### src/rtl/sdbe_pkg.sv
// Shared types, action codes and segment tables for the segment display buffer engine.
package sdbe_pkg;

    localparam int DIGIT_POSITIONS = 5;
    localparam int SEGS_PER_DIGIT  = 11;
    localparam int SHAPE_COUNT     = 13;
    localparam int SHAPE_SEG_COUNT = 50;

    localparam logic [1:0] ACT_CLEAR_SCREEN = 2'd0;
    localparam logic [1:0] ACT_DRAW_DIGIT   = 2'd1;
    localparam logic [1:0] ACT_SET_SHAPE    = 2'd2;
    localparam logic [1:0] ACT_CLEAR_SHAPE  = 2'd3;

    typedef struct packed {
        logic [4:0] byte_ix;
        logic [2:0] bit_ix;
    } t_seg_loc;

    typedef struct packed {
        logic       shape_mode;
        logic [3:0] digit;
        logic [3:0] target;
        logic [4:0] step;
    } t_seq_ctl;

    typedef struct packed {
        logic     en;
        t_seg_loc loc;
    } t_seg_cmd;

    localparam logic [10:0] DIGIT_MASKS [16] = '{
        11'h3FF, 11'h00E, 11'h6F7, 11'h63F, 11'h78E, 11'h7BD, 11'h7FD, 11'h20F,
        11'h7FF, 11'h7BF, 11'h7EF, 11'h7FC, 11'h4F0, 11'h4FE, 11'h7F1, 11'h7E1
    };

    localparam t_seg_loc POS_MAP [DIGIT_POSITIONS][SEGS_PER_DIGIT] = '{
        '{'{5'd16, 3'd7}, '{5'd15, 3'd4}, '{5'd14, 3'd1}, '{5'd14, 3'd7}, '{5'd12, 3'd5},
          '{5'd12, 3'd4}, '{5'd13, 3'd3}, '{5'd15, 3'd7}, '{5'd15, 3'd6}, '{5'd15, 3'd5},
          '{5'd14, 3'd0}},
        '{'{5'd15, 3'd0}, '{5'd15, 3'd1}, '{5'd14, 3'd6}, '{5'd13, 3'd0}, '{5'd13, 3'd5},
          '{5'd13, 3'd4}, '{5'd14, 3'd5}, '{5'd14, 3'd4}, '{5'd15, 3'd3}, '{5'd15, 3'd2},
          '{5'd14, 3'd3}},
        '{'{5'd13, 3'd1}, '{5'd13, 3'd7}, '{5'd12, 3'd1}, '{5'd12, 3'd7}, '{5'd11, 3'd5},
          '{5'd11, 3'd2}, '{5'd12, 3'd6}, '{5'd12, 3'd0}, '{5'd13, 3'd6}, '{5'd13, 3'd2},
          '{5'd12, 3'd2}},
        '{'{5'd9, 3'd1}, '{5'd9, 3'd7}, '{5'd8, 3'd5}, '{5'd1, 3'd1}, '{5'd0, 3'd3},
          '{5'd1, 3'd4}, '{5'd9, 3'd4}, '{5'd10, 3'd0}, '{5'd10, 3'd6}, '{5'd10, 3'd3},
          '{5'd8, 3'd2}},
        '{'{5'd7, 3'd7}, '{5'd6, 3'd5}, '{5'd2, 3'd0}, '{5'd2, 3'd3}, '{5'd0, 3'd2},
          '{5'd1, 3'd7}, '{5'd2, 3'd6}, '{5'd7, 3'd4}, '{5'd7, 3'd1}, '{5'd8, 3'd6},
          '{5'd6, 3'd2}}
    };

    localparam t_seg_loc SHAPE_SEGS [SHAPE_SEG_COUNT] = '{
        '{5'd12, 3'd3},
        '{5'd16, 3'd4},
        '{5'd16, 3'd6}, '{5'd14, 3'd2},
        '{5'd3, 3'd5}, '{5'd5, 3'd3}, '{5'd5, 3'd6}, '{5'd4, 3'd1}, '{5'd4, 3'd4},
        '{5'd4, 3'd7}, '{5'd3, 3'd2},
        '{5'd4, 3'd1}, '{5'd5, 3'd6}, '{5'd3, 3'd2}, '{5'd4, 3'd7},
        '{5'd5, 3'd6}, '{5'd4, 3'd4}, '{5'd4, 3'd1},
        '{5'd5, 3'd6}, '{5'd4, 3'd1}, '{5'd4, 3'd7},
        '{5'd5, 3'd0},
        '{5'd16, 3'd5},
        '{5'd14, 3'd2},
        '{5'd16, 3'd6},
        '{5'd14, 3'd0},
        '{5'd16, 3'd7}, '{5'd15, 3'd4}, '{5'd14, 3'd1}, '{5'd14, 3'd7}, '{5'd12, 3'd4},
        '{5'd13, 3'd3}, '{5'd15, 3'd7}, '{5'd15, 3'd6}, '{5'd15, 3'd5}, '{5'd14, 3'd0},
        '{5'd13, 3'd5}, '{5'd13, 3'd4}, '{5'd14, 3'd5}, '{5'd14, 3'd4}, '{5'd15, 3'd3},
        '{5'd15, 3'd2}, '{5'd14, 3'd3}, '{5'd13, 3'd1}, '{5'd11, 3'd5}, '{5'd11, 3'd2},
        '{5'd12, 3'd6}, '{5'd12, 3'd0}, '{5'd13, 3'd6}, '{5'd13, 3'd2}
    };

    localparam logic [5:0] SHAPE_START [SHAPE_COUNT] = '{
        6'd0, 6'd1, 6'd2, 6'd4, 6'd11, 6'd15, 6'd18, 6'd21, 6'd22, 6'd23, 6'd24, 6'd25, 6'd26
    };

    localparam logic [4:0] SHAPE_LEN [SHAPE_COUNT] = '{
        5'd1, 5'd1, 5'd2, 5'd7, 5'd4, 5'd3, 5'd3, 5'd1, 5'd1, 5'd1, 5'd1, 5'd1, 5'd24
    };

endpackage

### src/rtl/sdbe_seg_lookup.sv
// Segment lookup: maps the sequencer step of a digit or shape to one frame bit.
module sdbe_seg_lookup (
    input  sdbe_pkg::t_seq_ctl i_ctl,
    output sdbe_pkg::t_seg_cmd o_cmd
);

    logic [10:0] w_mask;
    logic [5:0]  w_shape_ix;

    assign w_mask     = sdbe_pkg::DIGIT_MASKS[i_ctl.digit];
    assign w_shape_ix = sdbe_pkg::SHAPE_START[i_ctl.target] + 6'(i_ctl.step);

    always_comb begin
        if (i_ctl.shape_mode) begin
            o_cmd.en  = 1'b1;
            o_cmd.loc = sdbe_pkg::SHAPE_SEGS[w_shape_ix];
        end else begin
            o_cmd.en  = w_mask[i_ctl.step[3:0]];
            o_cmd.loc = sdbe_pkg::POS_MAP[i_ctl.target[2:0]][i_ctl.step[3:0]];
        end
    end

endmodule

### src/rtl/segment_display_buffer_engine_core.sv
// Top level of the segment display buffer engine: frame registers and bit-update sequencer.
//
// Usage:
//   Slave channel (i_s_tvalid / o_s_tready / i_s_tdata) takes one command per
//   transaction: clear screen, draw a hex digit, set a shape or clear a shape,
//   plus the index of the frame byte to report. Master channel (o_m_tvalid /
//   i_m_tready / o_m_tdata) returns that frame byte after the update, one
//   transaction per command.
//   A single read-modify-write bit unit updates one segment per cycle under a
//   step counter: a digit takes 11 steps, a shape 1 to 24 steps, a clear or an
//   out-of-range target none. After the steps the sequencer registers the
//   reported byte and raises o_m_tvalid; one command is in flight at a time.
//   o_s_tready is high only while idle. When the receiver stalls, the result
//   holds on o_m_tdata and no new command is taken until it is delivered.
//   Reset clears the frame to all zero and returns the sequencer to idle.
module segment_display_buffer_engine_core #(
    parameter int BUFFER_BYTES = 18
) (
    input  logic        i_clk,
    input  logic        i_rst_n,
    input  logic        i_s_tvalid,
    output logic        o_s_tready,
    input  logic [15:0] i_s_tdata,   // action[1:0], digit[5:2], target[9:6], read_index[14:10]
    output logic        o_m_tvalid,
    input  logic        i_m_tready,
    output logic [7:0]  o_m_tdata    // byte_value[7:0]
);

    localparam int         IxW      = $clog2(BUFFER_BYTES);
    localparam logic [5:0] BufBytes = 6'(BUFFER_BYTES);

    localparam logic [1:0] ST_IDLE = 2'd0;
    localparam logic [1:0] ST_RUN  = 2'd1;
    localparam logic [1:0] ST_READ = 2'd2;
    localparam logic [1:0] ST_OUT  = 2'd3;

    logic [1:0] r_state, n_state;
    logic [4:0] r_step, n_step;
    logic [4:0] r_last, n_last;
    logic [1:0] r_action;
    logic [3:0] r_digit;
    logic [3:0] r_target;
    logic [4:0] r_rix;
    logic [7:0] r_out;
    logic [7:0] r_buf [BUFFER_BYTES];

    logic [1:0] w_action;
    logic [3:0] w_target;
    logic       w_accept;
    logic       w_clear;
    logic       w_seg_ok;
    logic       w_rd_ok;
    logic [4:0] w_rd_addr;
    logic [7:0] w_rd_byte;
    logic [7:0] w_wr_byte;
    logic [7:0] w_bit;

    sdbe_pkg::t_seq_ctl w_ctl;
    sdbe_pkg::t_seg_cmd w_cmd;

    assign w_action = i_s_tdata[1:0];
    assign w_target = i_s_tdata[9:6];
    assign w_accept = i_s_tvalid && o_s_tready;
    assign w_clear  = w_accept && (w_action == sdbe_pkg::ACT_CLEAR_SCREEN);

    assign w_ctl.shape_mode = (r_action != sdbe_pkg::ACT_DRAW_DIGIT);
    assign w_ctl.digit      = r_digit;
    assign w_ctl.target     = r_target;
    assign w_ctl.step       = r_step;

    sdbe_seg_lookup u_lookup (
        .i_ctl (w_ctl),
        .o_cmd (w_cmd)
    );

    assign w_rd_addr = (r_state == ST_READ) ? r_rix : w_cmd.loc.byte_ix;
    assign w_rd_ok   = ({1'b0, w_rd_addr} < BufBytes);
    assign w_rd_byte = w_rd_ok ? r_buf[w_rd_addr[IxW-1:0]] : 8'd0;
    assign w_seg_ok  = (r_state == ST_RUN) && w_cmd.en && w_rd_ok;
    assign w_bit     = 8'(1) << w_cmd.loc.bit_ix;
    assign w_wr_byte = (r_action == sdbe_pkg::ACT_CLEAR_SHAPE) ? (w_rd_byte & ~w_bit)
                                                              : (w_rd_byte | w_bit);

    always_comb begin
        n_state = r_state;
        n_step  = r_step;
        n_last  = r_last;
        case (r_state)
            ST_IDLE: begin
                if (w_accept) begin
                    n_step  = 5'd0;
                    n_state = ST_READ;
                    case (w_action)
                        sdbe_pkg::ACT_CLEAR_SCREEN: begin
                            n_state = ST_READ;
                        end
                        sdbe_pkg::ACT_DRAW_DIGIT: begin
                            if (5'(w_target) < 5'(sdbe_pkg::DIGIT_POSITIONS)) begin
                                n_state = ST_RUN;
                                n_last  = 5'(sdbe_pkg::SEGS_PER_DIGIT - 1);
                            end
                        end
                        default: begin
                            if (5'(w_target) < 5'(sdbe_pkg::SHAPE_COUNT)) begin
                                n_state = ST_RUN;
                                n_last  = sdbe_pkg::SHAPE_LEN[w_target] - 5'd1;
                            end
                        end
                    endcase
                end
            end
            ST_RUN: begin
                if (r_step == r_last) begin
                    n_state = ST_READ;
                end else begin
                    n_step = r_step + 5'd1;
                end
            end
            ST_READ: begin
                n_state = ST_OUT;
            end
            ST_OUT: begin
                if (i_m_tready) begin
                    n_state = ST_IDLE;
                end
            end
            default: begin
                n_state = ST_IDLE;
            end
        endcase
    end

    always_ff @(posedge i_clk) begin
        if (!i_rst_n) begin
            r_state <= ST_IDLE;
            r_step  <= 5'd0;
            r_last  <= 5'd0;
            for (int i = 0; i < BUFFER_BYTES; i++) begin
                r_buf[i] <= 8'd0;
            end
        end else begin
            r_state <= n_state;
            r_step  <= n_step;
            r_last  <= n_last;
            if (w_clear) begin
                for (int i = 0; i < BUFFER_BYTES; i++) begin
                    r_buf[i] <= 8'd0;
                end
            end else if (w_seg_ok) begin
                r_buf[w_rd_addr[IxW-1:0]] <= w_wr_byte;
            end
        end
    end

    always_ff @(posedge i_clk) begin
        if (w_accept) begin
            r_action <= w_action;
            r_digit  <= i_s_tdata[5:2];
            r_target <= w_target;
            r_rix    <= i_s_tdata[14:10];
        end
        if (r_state == ST_READ) begin
            r_out <= w_rd_byte;
        end
    end

    assign o_s_tready = (r_state == ST_IDLE);
    assign o_m_tvalid = (r_state == ST_OUT);
    assign o_m_tdata  = r_out;

endmodule

### config.mk
export PLATFORM = sky130hd
export DESIGN_NAME = segment_display_buffer_engine_core
export DESIGN_NICKNAME = d
export VERILOG_FILES = /design/src/rtl/sdbe_pkg.sv /design/src/rtl/sdbe_seg_lookup.sv /design/src/rtl/segment_display_buffer_engine_core.sv
export SDC_FILE = /design/constraint.sdc
export NUM_CORES = 1
export LEC_CHECK = 0
export BUFFER_PORTS_ARGS = -buffer_cell sky130_fd_sc_hd__buf_2
export CAP_MARGIN = 20
export CORE_MARGIN = 5
export CORE_UTILIZATION = 30
export DETAILED_ROUTE_END_ITERATION = 6
export GPL_ROUTABILITY_DRIVEN = 0
export GPL_TIMING_DRIVEN = 0
export MAX_ROUTING_LAYER = met4
export PLACE_DENSITY = 0.43
export REMOVE_ABC_BUFFERS = 1
export SLEW_MARGIN = 30
export SYNTH_ARGS = -nofsm -noshare
export SYNTH_HDL_FRONTEND = slang
export SYNTH_HIERARCHICAL = 1
export SYNTH_SLANG_ARGS = --single-unit
### constraint.sdc
create_clock -name i_clk -period 17.24 [get_ports i_clk]
set_input_delay 1.724 -clock i_clk [delete_from_list [all_inputs] [get_ports i_clk]]
set_output_delay 1.724 -clock i_clk [all_outputs]
set_load 0.02 [all_outputs]
After elaboration in Yosys (flattened, before gate mapping). Memory sizes are Yosys's and may differ from the RTL's. Cells that the tools add are included.

Bits in registers: 35. Latch bits: 0. RAM bits: 144. Bits in read-only memories: 1568. Output and inout bits: 10. Word-level logic and storage cells: 141. Memories: 6.

Add/subtract/negate cells: 3. Multiply operators: 0. Div/mod/pow operators: 0. Magnitude comparators: 10. Equality and inequality tests: 12. Shifts and indexed selects: 1. Muxes and demuxes: 61. Bitwise logic cells: 28. Reduce and logical (&&, ||, !) cells: 12.

Memories: (no name shown) (depth 8, bits a word 88, read ports 1, clocked after Yosys merged registers in 0, wr ports 0, line sdbe_seg_lookup.sv:19) `o_cmd.loc = sdbe_pkg::POS_MAP[i_ctl.target[2:0]][i_ctl.step[3:0]];`; (no name shown) (depth 64, bits a word 8, read ports 1, clocked after Yosys merged registers in 0, wr ports 0, line sdbe_seg_lookup.sv:16) `o_cmd.loc = sdbe_pkg::SHAPE_SEGS[w_shape_ix];`; (no name shown) (depth 16, bits a word 11, read ports 1, clocked after Yosys merged registers in 0, wr ports 0, line sdbe_seg_lookup.sv:10) `assign w_mask = sdbe_pkg::DIGIT_MASKS[i_ctl.digit];`; r_buf (depth 18, bits a word 8, read ports 1, clocked after Yosys merged registers in 0, wr ports 18, line segment_display_buffer_engine_core.sv:45) `logic [7:0] r_buf [BUFFER_BYTES];`; (no name shown) (depth 16, bits a word 6, read ports 1, clocked after Yosys merged registers in 0, wr ports 0, line sdbe_seg_lookup.sv:11) `assign w_shape_ix = sdbe_pkg::SHAPE_START[i_ctl.target] + 6'(i_ctl.step);`; (no name shown) (depth 16, bits a word 5, read ports 1, clocked after Yosys merged registers in 0, wr ports 0, line segment_display_buffer_engine_core.sv:106) `n_last = sdbe_pkg::SHAPE_LEN[w_target] - 5'd1;`.

Operators by type and width (count): $mux W8 (25); $mux W88 (2); $mux W5 (8); $bmux W8 S4 (1); $mux W11 (2); $ge A5 B5 Y1 const B (4); $not A4 Y5 (4); $pmux W5 S2 (2); $or A1 B1 Y1 (18); $mux W6 (2); $mux W1 (10); $mux W2 (5); $mux W9 (1); $and A8 B8 Y8 (1); $ne A2 B1 Y1 const B (4); $not A8 Y8 (1); $or A8 B8 Y8 (1); $pmux W2 S4 (1); $reduce_or A8 Y1 (1); $shl A1 B3 Y8 const A (1); $ge A7 B7 Y1 const B (1); $not A6 Y7 (1); $add A6 B5 Y6 (1); $eq A2 B2 Y1 const B (3); 19 further kinds (27).

Logic depth before layout (Yosys ltp).
Word-level depth: 19. Gate-level depth with buffers: 25. Gate-level depth less buffers: 20.

By module. The synthesis kept the hierarchy.

Modules (own cells, without submodules): segment_display_buffer_engine_core (instances 1, cells an instance 763, area each 8929.8 µm², sequential area each 5435.2 µm²); sdbe_seg_lookup (instances 1, cells an instance 320, area each 2214.6 µm², sequential area each 0.0 µm²).

Worst setup path before layout. No wires, ideal clock.

Path type: reg2reg. Start point: register r_target[1]. End point: memory r_buf[11][3] (data pin). Setup time: 266 ps. Arrival time: 5152 ps. Data required time: 16974 ps. Setup slack: 11822 ps. Stages on the path, launching flop included: 24. Buffers on the path: 4. Clock period less this slack: 5418 ps. Cells stage by stage: edfxtp_1 -> buf_2 -> inv_1 -> ha_1 -> mux2i_1 -> o21ai_0 -> ha_1 -> inv_1 -> fa_1 -> clkbuf_1 -> inv_1 -> ha_1 -> a21oi_1 -> nand2_1 -> and3_1 -> o311ai_1 -> nor3b_2 -> buf_2 -> o21bai_1 -> a41oi_1 -> a221oi_1 -> a31oi_2 -> buf_4 -> nor2_1.

RTL lines: start, declared (line segment_display_buffer_engine_core.sv:42) `logic [3:0] r_target;`; start signal, assigned (line segment_display_buffer_engine_core.sv:159) `r_target <= w_target;`; end, declared (line segment_display_buffer_engine_core.sv:45).

==> impl_metrics.ini <==
[outcome]
outcome = finished, final reports clean

[timing]
rsz0062_at_grt = false
clock_skew_ns = 0.02252
slew_headroom_pct = 31.65
final_max_slew_viol_count = 0
worst_slew_pin_slew_ns = 1.018
finalHoldViolations = 0
period_share_pct = 41.09
max_freq_mhz = 141.2
period_minus_slack_ns = 7.083
setup_tns_ns = 0
setup_violations = 0

[final_layout]
finalCoreUtilization_pct = 33.86
diodes = 0
area_growth_pct = 11.22
drive_above_1_share_pct = 12.20
finalNetCount = 1127

[global_route]
grt_max_degree = 40
grt_remaining_overflow = 0
grt.total_usage_pct = 16.99
busiest_layer = met2
antenna_found_initial = 0
gr-usage-met3_pct = 1.996
grt_pass1_vias = 8301
grt_pass1_wl_um = 52470
grt.met2_usage_pct = 26.17
use_met1_pct = 24.52

[place]
place_hpwl_um = 23610
port_buffers = 28

[floorplanning]
core_um2 = 36610
fp.dieH_um = 202.7
core.rowCount = 70
die_area_um2 = 41100
die_w_um = 202.7
start_util_pct = 30.44
ios = 30

[worst_setup_path]
rr_startpoint = r_target[1]
critPathLaunchType = flop
crit_start = r_target[1]
slowest_stage = xnor2_1
cp.arrival_ns = 7.18
max_stage_delay_ns = 0.83
crit_fanout = 19
cp_cell_sequence = inv_1 > ha_1 > mux2i_1 > o21ai_0 > ha_1 > inv_1 > fa_1 > nand2b_1 > o2bb2ai_4 > xnor2_1 > nand2_1 > and3_1 > o311ai_2 > nor3b_4 > buf_8 > buf_8 > o21ai_0 > a41oi_1 > or4_1 > o21ai_4 > nand2_1
critPathCaptureType = flop
path_class = flop to flop
critical_path_required_ns = 17.34

[power_and_ir_drop]
pwr_density_cell_nw_per_um2 = 204.3
ir_drop_mv = 0.1199
power_leakage_nw = 4.577

[synth]
syn_area_um2 = 11140
synth_top_family_by_area = compound AO/OA/AOI/OAI gates
ys_seq_area_share_pct = 48.77
synth-simple-area-share_pct = 15.89
ys_top_cells_by_count = nor2_1, edfxtp_1, o21bai_1
synthFlopType = edfxtp_1
syn-instance-count = 1083
post_synth_num_cell_types = 86
synth-adder-area-share_pct = 4.334
synth_edf_count = 173
async_flop_share_pct = 0
muxShareOfSynthArea_pct = 1.998
yosys.area.top_type_share_pct = 46.62
yosysTopAreaCell = edfxtp_1
yosysMostFrequentCell = nor2_1
synth_compound_area_share_pct = 22.49
synthTopCellsByArea = edfxtp_1, o21bai_1, nor2_1
synthXorXnorAreaFrac_pct = 1.864
syn_avg_cell_area_um2 = 10.29
ys_warn_count = 6
yosys_register_bits = 185

[route]
drcViolationCount = 0
wire_per_inst_um = 21.97
ant_nets = 0
routed_via_density = 5.448
drt_iter0_drc = 760
drt-pass1-iter-count = 5
wirelength_um = 34050
vias = 8445

[clocking]
cts_resized = 0
cts-htree-levels = 4
cts_tree = built
cts_sinks = 185
cts_buffers = 17
cts.path.max_buffers = 2
clk_root_buffer_cell = clkbuf_16
ctsHoldBuffers = 0
post-cts-setup-buffer-count = 0
clk_latency_ns = 0.45
cts.clk_slew.worst_paths_ns = 0.07

[flow_run]
cap_viol_max_count = 0

[min_path]
hold_start = r_state[0]
hold_class = flop to flop
[kinds of logic (layout without fill, tap and decap cells)]
family	after synthesis	after routing
adder cells (fa/ha/maj)	38	38
multiplexers	18	18
AO/OA/AOI/OAI	342	342
other	1	6
buffers and inverters	103	97
XOR/XNOR	17	17
AND/OR/NAND/NOR	379	379
flip-flops	185	185
[state kept, by name, summed over array words and instances (netlist names)]
register / count
r_buf: 150
o_m_tdata: 8
r_last: 5
r_rix: 5
r_step: 5
r_digit: 4
r_target: 4
r_action: 2
r_state: 2
[report_power, final]
part	switching, mW	internal, mW
logic	1.09	0.436
registers	0.0350	0.581
clock network	0.199	0.194
[metrics by stage]
stage	power (mW)	worst slack [ns]	std cells	hold WS (ns)	cell area [um2]
5_1_grt	2.672	9.722	1550	0.5263	12390
2_1_floorplan	1.494	10.71	1008	0.4658	10730
3_3_place_gp	2.058	7.110	1504	0.4924	11460
3_5_place_dp	2.145	10.19	1518	0.4891	11820
6_report	2.532	10.16	1550	0.5064	12390
4_1_cts	2.542	10.18	1550	0.5069	12390
[placed cells by master, fill, tap and decap left out, types with 11 or more instances in the layout]
cell type and instances:
nor2_1 176, edfxtp_1 173, o21bai_1 89, nand2_1 76, o21ai_0 66, a21oi_1 46
ha_1 36, buf_2 28, o2111ai_1 27, inv_1 21, nand2b_1 17, clkbuf_16 17
nor2b_1 15, or3_1 13, nand3_1 13, mux2i_1 11, nor2_2 11
[critical path: cells and delay by family, from the launching register on]
kind	cells	cell delay, ns
muxes	1	0.13
and+or+nand+nor	6	1.62
AOI/OAI and AO/OA	6	1.89
buffers and inverters	4	0.65
adders and majority gates	3	0.97
DFF	1	0.63
xor gates and xnor gates	1	0.83
[layout make-up]
cell class | count | area, um2
tap | 468 | 585.6
timing repair buffer | 42 | 406.6
multi-input combinational | 800 | 5301
sequential | 185 | 5438
inverter | 23 | 86.33
fill | 3773 | 24220
clock buffer | 18 | 429.2
clock inverter | 14 | 147.6
[per-layer routing]
metal / wire, um / vias to the layer above
li1: - / 4003
met1: 16630 / 4207
met2: 15670 / 214
met3: 1383 / 21
met4: 365 / 0
met5: 0 / -
[final timing paths]
| check | end | slack (ns) | depth (start not counted) |
|---|---|---|---|
| setup reg to reg | r_buf[19][6] | 10.16 | 21 |
| hold reg to reg | r_state[0] | 0.51 | 2 |
| hold / removal | r_state[0] | 0.51 | 2 |
| setup / recovery | r_buf[19][6] | 10.16 | 21 |
Power figures use the tool's default switching activity.
